[config.mk]
export PLATFORM = sky130hd
export DESIGN_NAME = stable_priority_queue
export DESIGN_NICKNAME = d
export VERILOG_FILES = /design/src/hdl/spq_pkg.sv /design/src/hdl/spq_ctrl.sv /design/src/hdl/spq_dpath.sv /design/src/hdl/stable_priority_queue.sv
export SDC_FILE = /design/constraint.sdc
export NUM_CORES = 1
export LEC_CHECK = 0
export BUFFER_PORTS_ARGS = -buffer_cell sky130_fd_sc_hd__buf_2
export CORE_AREA = 2 2 277 279
export CTS_CLUSTER_DIAMETER = 40
export DETAILED_ROUTE_END_ITERATION = 12
export DIE_AREA = 0 0 279 281
export PLACE_DENSITY = 0.66
export SETUP_SLACK_MARGIN = 0.4
export SYNTH_ARGS = -nofsm -noshare
export SYNTH_HDL_FRONTEND = slang
export SYNTH_SLANG_ARGS = --single-unit
export TNS_END_PERCENT = 20
[constraint.sdc]
create_clock -name clk -period 14.8 [get_ports clk]
set_input_delay 0.74 -clock clk [delete_from_list [all_inputs] [get_ports clk]]
set_output_delay 0.74 -clock clk [all_outputs]
set_load 0.005 [all_outputs]
[src/hdl/spq_pkg.sv]
`timescale 1ns / 1ps
`default_nettype none

package spq_pkg;

  localparam int DEPTH_DEF = 16;
  localparam int OP_W      = 3;
  localparam int PRIO_W    = 16;
  localparam int TAG_W     = 32;
  localparam int KIND_W    = 3;
  localparam int OCC_W     = 5;

  typedef enum logic [OP_W-1:0] {
    OP_ADD     = 3'd0,
    OP_SERVE   = 3'd1,
    OP_NEXT    = 3'd2,
    OP_DISPLAY = 3'd3,
    OP_DELETE  = 3'd4,
    OP_COUNT   = 3'd5
  } op_t;

  typedef enum logic [KIND_W-1:0] {
    K_SERVED  = 3'd0,
    K_PEEK    = 3'd1,
    K_EMPTY   = 3'd2,
    K_HEADER  = 3'd3,
    K_ENTRY   = 3'd4,
    K_COUNT   = 3'd5,
    K_REFUSED = 3'd6
  } kind_t;

  typedef enum logic [3:0] {
    S_IDLE,
    S_DECODE,
    S_ADD_CMP,
    S_ADD_PUT,
    S_REFUSE,
    S_SERVE,
    S_SHIFT,
    S_DEL_SCAN,
    S_NOTICE,
    S_PEEK,
    S_HEADER,
    S_WALK,
    S_COUNT
  } state_t;

  typedef enum logic [2:0] {
    IDX_HOLD,
    IDX_CLR,
    IDX_TOP,
    IDX_INC,
    IDX_DEC
  } idx_op_t;

  typedef enum logic [1:0] {
    WA_IDX,
    WA_IDX_P1,
    WA_IDX_M1
  } wr_addr_t;

  typedef enum logic {
    WD_REQ,
    WD_RD
  } wr_data_t;

  typedef enum logic [1:0] {
    SRC_ZERO,
    SRC_RD,
    SRC_REQ,
    SRC_CNT
  } out_src_t;

  typedef struct packed {
    logic     load;
    logic     rd_en;
    idx_op_t  idx_op;
    logic     wr_en;
    wr_addr_t wr_addr;
    wr_data_t wr_data;
    logic     cnt_inc;
    logic     cnt_dec;
    logic     out_load;
    kind_t    out_kind;
    out_src_t out_src;
    logic     out_last;
  } cmd_t;

  typedef struct packed {
    logic [OP_W-1:0] op;
    logic            empty;
    logic            full;
    logic            idx_last;
    logic            idx_zero;
    logic            key_gt;
    logic            tag_match;
    logic            out_free;
  } sts_t;

endpackage

`default_nettype wire

[src/hdl/spq_ctrl.sv]
`timescale 1ns / 1ps
`default_nettype none

module spq_ctrl (
  input  logic          clk,
  input  logic          rst_n,
  input  logic          in_valid,
  output logic          in_stall,
  input  spq_pkg::sts_t sts,
  output spq_pkg::cmd_t cmd
);
  import spq_pkg::*;

  state_t state_r;
  state_t state_nxt;

  always_ff @(posedge clk) begin
    if (!rst_n) begin
      state_r <= S_IDLE;
    end else begin
      state_r <= state_nxt;
    end
  end

  always_comb begin
    state_nxt = state_r;
    unique case (state_r)
      S_IDLE: begin
        if (in_valid) begin
          state_nxt = S_DECODE;
        end
      end
      S_DECODE: begin
        unique case (sts.op)
          OP_ADD: begin
            if (sts.full) begin
              state_nxt = S_REFUSE;
            end else if (sts.empty) begin
              state_nxt = S_ADD_PUT;
            end else begin
              state_nxt = S_ADD_CMP;
            end
          end
          OP_SERVE:   state_nxt = sts.empty ? S_IDLE : S_SERVE;
          OP_NEXT:    state_nxt = sts.empty ? S_NOTICE : S_PEEK;
          OP_DISPLAY: state_nxt = sts.empty ? S_NOTICE : S_HEADER;
          OP_DELETE:  state_nxt = sts.empty ? S_IDLE : S_DEL_SCAN;
          OP_COUNT:   state_nxt = sts.empty ? S_COUNT : S_WALK;
          default:    state_nxt = S_IDLE;
        endcase
      end
      S_ADD_CMP: begin
        if (sts.key_gt) begin
          state_nxt = sts.idx_zero ? S_ADD_PUT : S_ADD_CMP;
        end else begin
          state_nxt = S_IDLE;
        end
      end
      S_ADD_PUT: state_nxt = S_IDLE;
      S_REFUSE, S_NOTICE, S_PEEK, S_COUNT: begin
        if (sts.out_free) begin
          state_nxt = S_IDLE;
        end
      end
      S_SERVE: begin
        if (sts.out_free) begin
          state_nxt = sts.idx_last ? S_IDLE : S_SHIFT;
        end
      end
      S_SHIFT: begin
        if (sts.idx_last) begin
          state_nxt = S_IDLE;
        end
      end
      S_DEL_SCAN: begin
        if (sts.idx_last) begin
          state_nxt = S_IDLE;
        end else if (sts.tag_match) begin
          state_nxt = S_SHIFT;
        end
      end
      S_HEADER: begin
        if (sts.out_free) begin
          state_nxt = S_WALK;
        end
      end
      S_WALK: begin
        if (sts.out_free && sts.idx_last) begin
          state_nxt = (sts.op == OP_COUNT) ? S_COUNT : S_IDLE;
        end
      end
      default: state_nxt = S_IDLE;
    endcase
  end

  always_comb begin
    cmd      = '0;
    in_stall = (state_r != S_IDLE);
    unique case (state_r)
      S_IDLE: begin
        cmd.load = in_valid;
      end
      S_DECODE: begin
        unique case (sts.op)
          OP_ADD: begin
            if (!sts.full && sts.empty) begin
              cmd.idx_op = IDX_CLR;
            end else if (!sts.full) begin
              cmd.idx_op = IDX_TOP;
              cmd.rd_en  = 1'b1;
            end
          end
          OP_SERVE, OP_NEXT, OP_DELETE, OP_COUNT: begin
            if (!sts.empty) begin
              cmd.idx_op = IDX_CLR;
              cmd.rd_en  = 1'b1;
            end
          end
          default: ;
        endcase
      end
      S_ADD_CMP: begin
        cmd.wr_en   = 1'b1;
        cmd.wr_addr = WA_IDX_P1;
        if (sts.key_gt) begin
          cmd.wr_data = WD_RD;
          if (!sts.idx_zero) begin
            cmd.idx_op = IDX_DEC;
            cmd.rd_en  = 1'b1;
          end
        end else begin
          cmd.wr_data = WD_REQ;
          cmd.cnt_inc = 1'b1;
        end
      end
      S_ADD_PUT: begin
        cmd.wr_en   = 1'b1;
        cmd.wr_addr = WA_IDX;
        cmd.wr_data = WD_REQ;
        cmd.cnt_inc = 1'b1;
      end
      S_REFUSE: begin
        if (sts.out_free) begin
          cmd.out_load = 1'b1;
          cmd.out_kind = K_REFUSED;
          cmd.out_src  = SRC_REQ;
          cmd.out_last = 1'b1;
        end
      end
      S_SERVE: begin
        if (sts.out_free) begin
          cmd.out_load = 1'b1;
          cmd.out_kind = K_SERVED;
          cmd.out_src  = SRC_RD;
          cmd.out_last = 1'b1;
          if (sts.idx_last) begin
            cmd.cnt_dec = 1'b1;
          end else begin
            cmd.idx_op = IDX_INC;
            cmd.rd_en  = 1'b1;
          end
        end
      end
      S_SHIFT: begin
        cmd.wr_en   = 1'b1;
        cmd.wr_addr = WA_IDX_M1;
        cmd.wr_data = WD_RD;
        if (sts.idx_last) begin
          cmd.cnt_dec = 1'b1;
        end else begin
          cmd.idx_op = IDX_INC;
          cmd.rd_en  = 1'b1;
        end
      end
      S_DEL_SCAN: begin
        if (sts.tag_match && sts.idx_last) begin
          cmd.cnt_dec = 1'b1;
        end else if (!sts.idx_last) begin
          cmd.idx_op = IDX_INC;
          cmd.rd_en  = 1'b1;
        end
      end
      S_NOTICE: begin
        if (sts.out_free) begin
          cmd.out_load = 1'b1;
          cmd.out_kind = K_EMPTY;
          cmd.out_src  = SRC_ZERO;
          cmd.out_last = 1'b1;
        end
      end
      S_PEEK: begin
        if (sts.out_free) begin
          cmd.out_load = 1'b1;
          cmd.out_kind = K_PEEK;
          cmd.out_src  = SRC_RD;
          cmd.out_last = 1'b1;
        end
      end
      S_HEADER: begin
        if (sts.out_free) begin
          cmd.out_load = 1'b1;
          cmd.out_kind = K_HEADER;
          cmd.out_src  = SRC_ZERO;
          cmd.idx_op   = IDX_CLR;
          cmd.rd_en    = 1'b1;
        end
      end
      S_WALK: begin
        if (sts.out_free) begin
          cmd.out_load = 1'b1;
          cmd.out_kind = K_ENTRY;
          cmd.out_src  = SRC_RD;
          cmd.out_last = (sts.op == OP_DISPLAY) && sts.idx_last;
          if (!sts.idx_last) begin
            cmd.idx_op = IDX_INC;
            cmd.rd_en  = 1'b1;
          end
        end
      end
      S_COUNT: begin
        if (sts.out_free) begin
          cmd.out_load = 1'b1;
          cmd.out_kind = K_COUNT;
          cmd.out_src  = SRC_CNT;
          cmd.out_last = 1'b1;
        end
      end
      default: ;
    endcase
  end

endmodule

`default_nettype wire

[src/hdl/spq_dpath.sv]
`timescale 1ns / 1ps
`default_nettype none

module spq_dpath #(
  parameter int DEPTH = spq_pkg::DEPTH_DEF
) (
  input  logic                              clk,
  input  logic                              rst_n,
  input  spq_pkg::cmd_t                     cmd,
  output spq_pkg::sts_t                     sts,
  input  logic [spq_pkg::OP_W-1:0]          in_op,
  input  logic signed [spq_pkg::PRIO_W-1:0] in_priority_req,
  input  logic [spq_pkg::TAG_W-1:0]         in_tag,
  output logic                              out_valid,
  input  logic                              out_stall,
  output logic [spq_pkg::KIND_W-1:0]        out_kind,
  output logic signed [spq_pkg::PRIO_W-1:0] out_priority,
  output logic [spq_pkg::TAG_W-1:0]         out_tag,
  output logic [spq_pkg::OCC_W-1:0]         out_occupancy,
  output logic                              out_last
);
  import spq_pkg::*;

  localparam int AW  = (DEPTH > 1) ? $clog2(DEPTH) : 1;
  localparam int CW  = $clog2(DEPTH + 1);
  localparam int EW  = PRIO_W + TAG_W;
  localparam int OXW = CW + OCC_W;

  logic [EW-1:0]           mem [DEPTH];
  logic [EW-1:0]           rd_q_r;
  logic [EW-1:0]           wd;
  logic [AW-1:0]           wa;
  logic signed [PRIO_W-1:0] rd_prio;
  logic [TAG_W-1:0]        rd_tag;

  logic [OP_W-1:0]          op_r;
  logic signed [PRIO_W-1:0] prio_r;
  logic [TAG_W-1:0]         tag_r;

  logic [CW-1:0] cnt_r;
  logic [CW-1:0] cnt_nxt;
  logic [CW-1:0] cnt_m1;
  logic [AW-1:0] idx_r;
  logic [AW-1:0] idx_nxt;
  logic [OXW-1:0] occ_ext;

  logic                     out_valid_r;
  logic [KIND_W-1:0]        out_kind_r;
  logic signed [PRIO_W-1:0] out_prio_r;
  logic [TAG_W-1:0]         out_tag_r;
  logic [OCC_W-1:0]         out_occ_r;
  logic                     out_last_r;
  logic                     out_free;

  assign rd_prio  = rd_q_r[EW-1 -: PRIO_W];
  assign rd_tag   = rd_q_r[TAG_W-1:0];
  assign cnt_m1   = cnt_r - CW'(1);
  assign out_free = !out_valid_r || !out_stall;
  assign occ_ext  = OXW'(cnt_r);

  always_comb begin
    unique case (cmd.idx_op)
      IDX_HOLD: idx_nxt = idx_r;
      IDX_CLR:  idx_nxt = '0;
      IDX_TOP:  idx_nxt = cnt_m1[AW-1:0];
      IDX_INC:  idx_nxt = idx_r + AW'(1);
      IDX_DEC:  idx_nxt = idx_r - AW'(1);
      default:  idx_nxt = idx_r;
    endcase
  end

  always_comb begin
    unique case (cmd.wr_addr)
      WA_IDX:    wa = idx_r;
      WA_IDX_P1: wa = idx_r + AW'(1);
      WA_IDX_M1: wa = idx_r - AW'(1);
      default:   wa = idx_r;
    endcase
    wd = (cmd.wr_data == WD_RD) ? rd_q_r : {prio_r, tag_r};
  end

  always_ff @(posedge clk) begin
    if (cmd.wr_en) begin
      mem[wa] <= wd;
    end
    if (cmd.rd_en) begin
      rd_q_r <= mem[idx_nxt];
    end
  end

  always_comb begin
    cnt_nxt = cnt_r;
    if (cmd.cnt_inc) begin
      cnt_nxt = cnt_r + CW'(1);
    end else if (cmd.cnt_dec) begin
      cnt_nxt = cnt_m1;
    end
  end

  always_ff @(posedge clk) begin
    if (!rst_n) begin
      cnt_r <= '0;
    end else begin
      cnt_r <= cnt_nxt;
    end
  end

  always_ff @(posedge clk) begin
    idx_r <= idx_nxt;
    if (cmd.load) begin
      op_r   <= in_op;
      prio_r <= in_priority_req;
      tag_r  <= in_tag;
    end
  end

  assign sts.op        = op_r;
  assign sts.empty     = (cnt_r == '0);
  assign sts.full      = (cnt_r == CW'(DEPTH));
  assign sts.idx_last  = (CW'(idx_r) == cnt_m1);
  assign sts.idx_zero  = (idx_r == '0);
  assign sts.key_gt    = (rd_prio > prio_r);
  assign sts.tag_match = (rd_tag == tag_r);
  assign sts.out_free  = out_free;

  always_ff @(posedge clk) begin
    if (!rst_n) begin
      out_valid_r <= 1'b0;
    end else if (cmd.out_load) begin
      out_valid_r <= 1'b1;
    end else if (!out_stall) begin
      out_valid_r <= 1'b0;
    end
  end

  always_ff @(posedge clk) begin
    if (cmd.out_load) begin
      out_kind_r <= cmd.out_kind;
      out_last_r <= cmd.out_last;
      unique case (cmd.out_src)
        SRC_ZERO: begin
          out_prio_r <= '0;
          out_tag_r  <= '0;
          out_occ_r  <= '0;
        end
        SRC_RD: begin
          out_prio_r <= rd_prio;
          out_tag_r  <= rd_tag;
          out_occ_r  <= '0;
        end
        SRC_REQ: begin
          out_prio_r <= prio_r;
          out_tag_r  <= tag_r;
          out_occ_r  <= '0;
        end
        SRC_CNT: begin
          out_prio_r <= '0;
          out_tag_r  <= '0;
          out_occ_r  <= occ_ext[OCC_W-1:0];
        end
        default: begin
          out_prio_r <= '0;
          out_tag_r  <= '0;
          out_occ_r  <= '0;
        end
      endcase
    end
  end

  assign out_valid     = out_valid_r;
  assign out_kind      = out_kind_r;
  assign out_priority  = out_prio_r;
  assign out_tag       = out_tag_r;
  assign out_occupancy = out_occ_r;
  assign out_last      = out_last_r;

endmodule

`default_nettype wire

[src/hdl/stable_priority_queue.sv]
// Stable priority queue: up to DEPTH (priority, tag) entries kept sorted by
// signed priority, lowest first; equal priorities stay in arrival order.
// Input channel (in_valid/in_stall): one request carries op, priority_req and
// tag. Ops: add, serve, next, display, delete, count. Result channel
// (out_valid/out_stall): kind, out_priority, out_tag, out_occupancy, out_last;
// out_last marks the final result of a request. Add and delete give no result
// unless an add is refused on a full store.
// One request is worked at a time. Entries live in a single-port-read,
// single-port-write RAM with registered read data, so entries are moved or
// reported one at a time: add shifts larger entries up from the tail, serve
// reports the head and closes up, delete scans for the tag and closes up,
// display and count walk the store, next reads the head. in_stall is high
// while a request is in progress.
// Results sit in an output register, so a new request is taken while the last
// result still waits; a stalled receiver holds the result and pauses any walk.
// Reset (rst_n low, synchronous) empties the store; the RAM is not cleared.
`timescale 1ns / 1ps
`default_nettype none

module stable_priority_queue #(
  parameter int DEPTH = spq_pkg::DEPTH_DEF
) (
  input  logic                              clk,
  input  logic                              rst_n,
  input  logic                              in_valid,
  output logic                              in_stall,
  input  logic [spq_pkg::OP_W-1:0]          in_op,
  input  logic signed [spq_pkg::PRIO_W-1:0] in_priority_req,
  input  logic [spq_pkg::TAG_W-1:0]         in_tag,
  output logic                              out_valid,
  input  logic                              out_stall,
  output logic [spq_pkg::KIND_W-1:0]        out_kind,
  output logic signed [spq_pkg::PRIO_W-1:0] out_priority,
  output logic [spq_pkg::TAG_W-1:0]         out_tag,
  output logic [spq_pkg::OCC_W-1:0]         out_occupancy,
  output logic                              out_last
);
  import spq_pkg::*;

  cmd_t cmd;
  sts_t sts;

  spq_ctrl u_ctrl (
    .clk      (clk),
    .rst_n    (rst_n),
    .in_valid (in_valid),
    .in_stall (in_stall),
    .sts      (sts),
    .cmd      (cmd)
  );

  spq_dpath #(
    .DEPTH (DEPTH)
  ) u_dpath (
    .clk             (clk),
    .rst_n           (rst_n),
    .cmd             (cmd),
    .sts             (sts),
    .in_op           (in_op),
    .in_priority_req (in_priority_req),
    .in_tag          (in_tag),
    .out_valid       (out_valid),
    .out_stall       (out_stall),
    .out_kind        (out_kind),
    .out_priority    (out_priority),
    .out_tag         (out_tag),
    .out_occupancy   (out_occupancy),
    .out_last        (out_last)
  );

endmodule

`default_nettype wire

==> summary.md <==
| Metric | Value |
|---|---|
| Status | finished, final reports clean |
| Initial antenna violation count | 1 |
| First-pass GRT wire length | 139600 um |
| Flop2flop setup slack | 9.22 ns |
| Num rows | 101 |
| Core area | 0.07544 sq mm |
| Max_cap viols | 0 |
| Critical Path RT | 15.33 ns |
| CTS-repair resized insts | 0 |
| Detailed Routing Iterations Pass 1 | 5 |
| Post-synthesis cell count | 2291 |
| PortBufs | 113 |
| GRT Total Usage | 0.2443 |
| Clock Pin Slew Worst Setup and Hold Paths | 0.06 ns |
| Final Net Count | 2503 |
| DRC Markers | 0 |
| Type of the most critical hold path | input port to flip-flop |
| Synth Area in Compound Gates | 0.07352 |
| DIE WIDTH | 279 um |
| Initial drt markers | 2455 |
| Largest family of logic cells by synthesized area | multiplexers |
| Die Area | 0.07840 sq mm |
| Hold_buf cts | 0 |
| Post-synthesis mux area share | 0.07865 |
| Synthesis Warnings | 0 |
| Drt total wl | 96210 um |
| Placed Cells | 3287 |
| Critical path launch point | u_dpath.rd_q_r[47]$_DFFE_PP_ |
| Area of the mapped netlist | 0.03753 sq mm |
| Fin cells | 3498 |
| Combinational Power Share | 0.306 |
| Hold Fails Final Rpt | 0 |
| Post-synth EDFFs | 924 |
| H-tree depth | 3 |
| Setup Buffers After CTS | 0 |
| Synth Flop Type | edfxtp_1 |
| CP Class | flip-flop to flip-flop |
| Final Util | 0.5686 |
| TritonCTS Buffers | 115 |
| Critical Path End Type | flip-flop |
| Starting Density | 0.4974 |
| Power per Cell Area | 212.5 mW/mm^2 |
| Synth Area in Adders | 0.007335 |
| Vias in the first global route | 21100 |
| Internal cell power | 6.029 mW |
| Share of power burned in registers | 0.393 |
| Worst hold path startpoint | in_tag[29] |
| Synth async-reset ratio | 0 |
| CTS tree | yes |
| GP Congestion | 0.8123 |
| DP HPWL | 45260 um |
| Routed Antenna Nets | 0 |
| Share of cells above drive strength 1 | 0.1667 |
| Psw | 3.085 mW |
| Clock power frac | 0.301 |
| Worst relative slew slack | 0.2108 |
| Hold WS | 0.2460 ns |
| Critical Path AT | 6.11 ns |
| RSZ-0062 raised after global routing | false |
| Clock buffer depth | 3 |
| Clock root buffer | clkbuf_16 |
| Synth unique cells | 67 |
| Die H | 281 um |
| Post-Synth XOR/XNOR Area | 0.01157 |
| R2R Path Start | u_dpath.rd_q_r[47]$_DFFE_PP_ |
| Sw frac | 0.3384 |
| Worst-Margin Slew | 1.184 ns |
| CP max FO | 167 |
| Maximum VDD drop | 0.2673 mV |
| Syn_area_per_cell | 16.38 sq um |
| Vias/cell | 6.140 |
| Post-Syn Nets | 2368 |
| CP Launch Type | flip-flop |
| Leak Pwr | 14.67 nW |
| Ports | 114 |
| TritonCTS Sinks | 938 |
| Flops & latches, synth | 938 |
| N_diodes | 0 |
| Via Count | 21480 |
| Area growth syn-to-layout | 14.31% |
| Sum Neg Setup Slack | 0 ns |
| Final Cycle Share | 0.3767 |
| Sequential share of the synthesized area | 0.7468 |
| Setup violators final | 0 |
| Post-layout min period | 5.576 ns |
| Slew Viols, Final | 0 |
| Global route overflow | 0 |
| Final setup skew | 0.02146 ns |
| Tot Pwr | 9.114 mW |
| Max frequency | 179.3 MHz |
| Area share of and/or/nand/nor cells after synthesis | 0.06121 |
| Clock Latency Late Sink | 0.67 ns |
| Routed len/inst | 27.50 um |
| Largest net degree at the start of global routing | 168 |
[Yosys cell counts (17+ instances only)]
library cell / count / area share
xnor2_1: 37 / 0.0086
mux2_2: 47 / 0.014
o21ai_0: 21 / 0.0028
a22o_1: 49 / 0.011
nor2_1: 48 / 0.0048
and3_1: 53 / 0.0088
buf_4: 29 / 0.0058
clkbuf_1: 62 / 0.0062
ha_1: 22 / 0.0073
a32o_1: 48 / 0.013
inv_1: 29 / 0.0029
a21oi_1: 22 / 0.0029
edfxtp_1: 924 / 0.74
mux2i_1: 242 / 0.065
a32oi_1: 96 / 0.022
buf_2: 31 / 0.0041
nor3_1: 17 / 0.0023
nand2_1: 315 / 0.032
a221oi_1: 50 / 0.012
[cells by family after synthesis]
kind of cell    Yosys count
compound gates          326
buf+inv                 160
flops                   938
xor+xnor                 48
simple gates            508
fa+ha+maj                22
mux                     289
[layout by cell type, fill, tap and decap left out, types with 29 or more instances in the layout]
master,n
clkbuf_16,117
a32oi_1,96
edfxtp_1,924
mux2_2,47
mux2i_1,242
a32o_1,48
nand2_1,315
nor2_1,30
a221oi_1,50
xnor2_1,37
and3_1,49
buf_4,33
buf_2,113
inv_1,29
a22o_1,48
[critical path: stages, from the launching register on]
cell      delay [ns]
edfxtp_1        0.40
ha_1            0.44
nand4_1         0.25
nor4_1          0.84
nor3_1          0.14
o31ai_1         0.11
nand3b_1        0.12
a22o_4          0.48
inv_16          0.59
buf_4           0.96
nand2_1         0.14
a32o_1          0.30
a221oi_1        0.24
and3_1          0.21
[state kept, by name (all words and copies together) (netlist names)]
name / flops
u_dpath.cnt_r: 5
u_dpath.mem: 768
u_ctrl.state_r: 4
u_dpath.idx_r: 4
u_dpath.tag_r: 32
u_dpath.out_last: 1
u_dpath.out_occupancy: 5
u_dpath.op_r: 3
u_dpath.out_kind: 3
u_dpath.out_tag: 32
u_dpath.prio_r: 16
u_dpath.out_priority: 16
u_dpath.out_valid: 1
u_dpath.rd_q_r: 48
[stage by stage]
stage / area [sq um] / setup slack, ns
global placement: 39120 / 9.458
detailed placement: 39120 / 9.318
floorplan: 37530 / 10.12
finish: 42900 / 9.224
CTS: 42900 / 9.293
global route: 42900 / 8.826
[path summary, 6_finish.rpt]
| path | endpoint | cells after the start |
|---|---|---|
| setup reg to reg | u_dpath.rd_q_r[24]$_DFFE_PP_ | 13 |
| hold reg to reg | u_dpath.out_priority[11]$_DFFE_PP_ | 1 |
| hold / removal | u_dpath.tag_r[29]$_DFFE_PP_ | 1 |
| setup / recovery | u_dpath.rd_q_r[24]$_DFFE_PP_ | 13 |
[power by group through the flow]
stage                     combinational [mW]  sequential [mW]  clock, mW
after detailed placement                2.76             3.63          0
after global placement                  2.69             3.63          0
final                                   2.79             3.58       2.74
after floorplan                         2.02             3.58          0
after CTS                               2.77             3.58       2.77
after global routing                    2.99             3.60       2.88
[routing by layer]
metal / share of wire / vias to the layer above / track usage / wire length [um]
met5: 0.00014 / - / 0 / 13
met4: 0.023 / 2 / 0.07747 / 2247
met3: 0.086 / 164 / 0.03907 / 8260
met2: 0.48 / 1013 / 0.3977 / 46110
met1: 0.41 / 10940 / 0.3398 / 39570
li1: - / 9355 / - / -
[layout make-up]
type / instances / area [sq um]
clock buffers: 131 / 2980
clock inverters: 80 / 793.3
flip-flops and latches: 938 / 28030
multi-input cells: 1193 / 8922
inverters: 32 / 136.4
repair buffers: 146 / 813.3
fillers: 5613 / 32550
well taps: 978 / 1224
No activity file was read; power rests on OpenSTA's default activity.
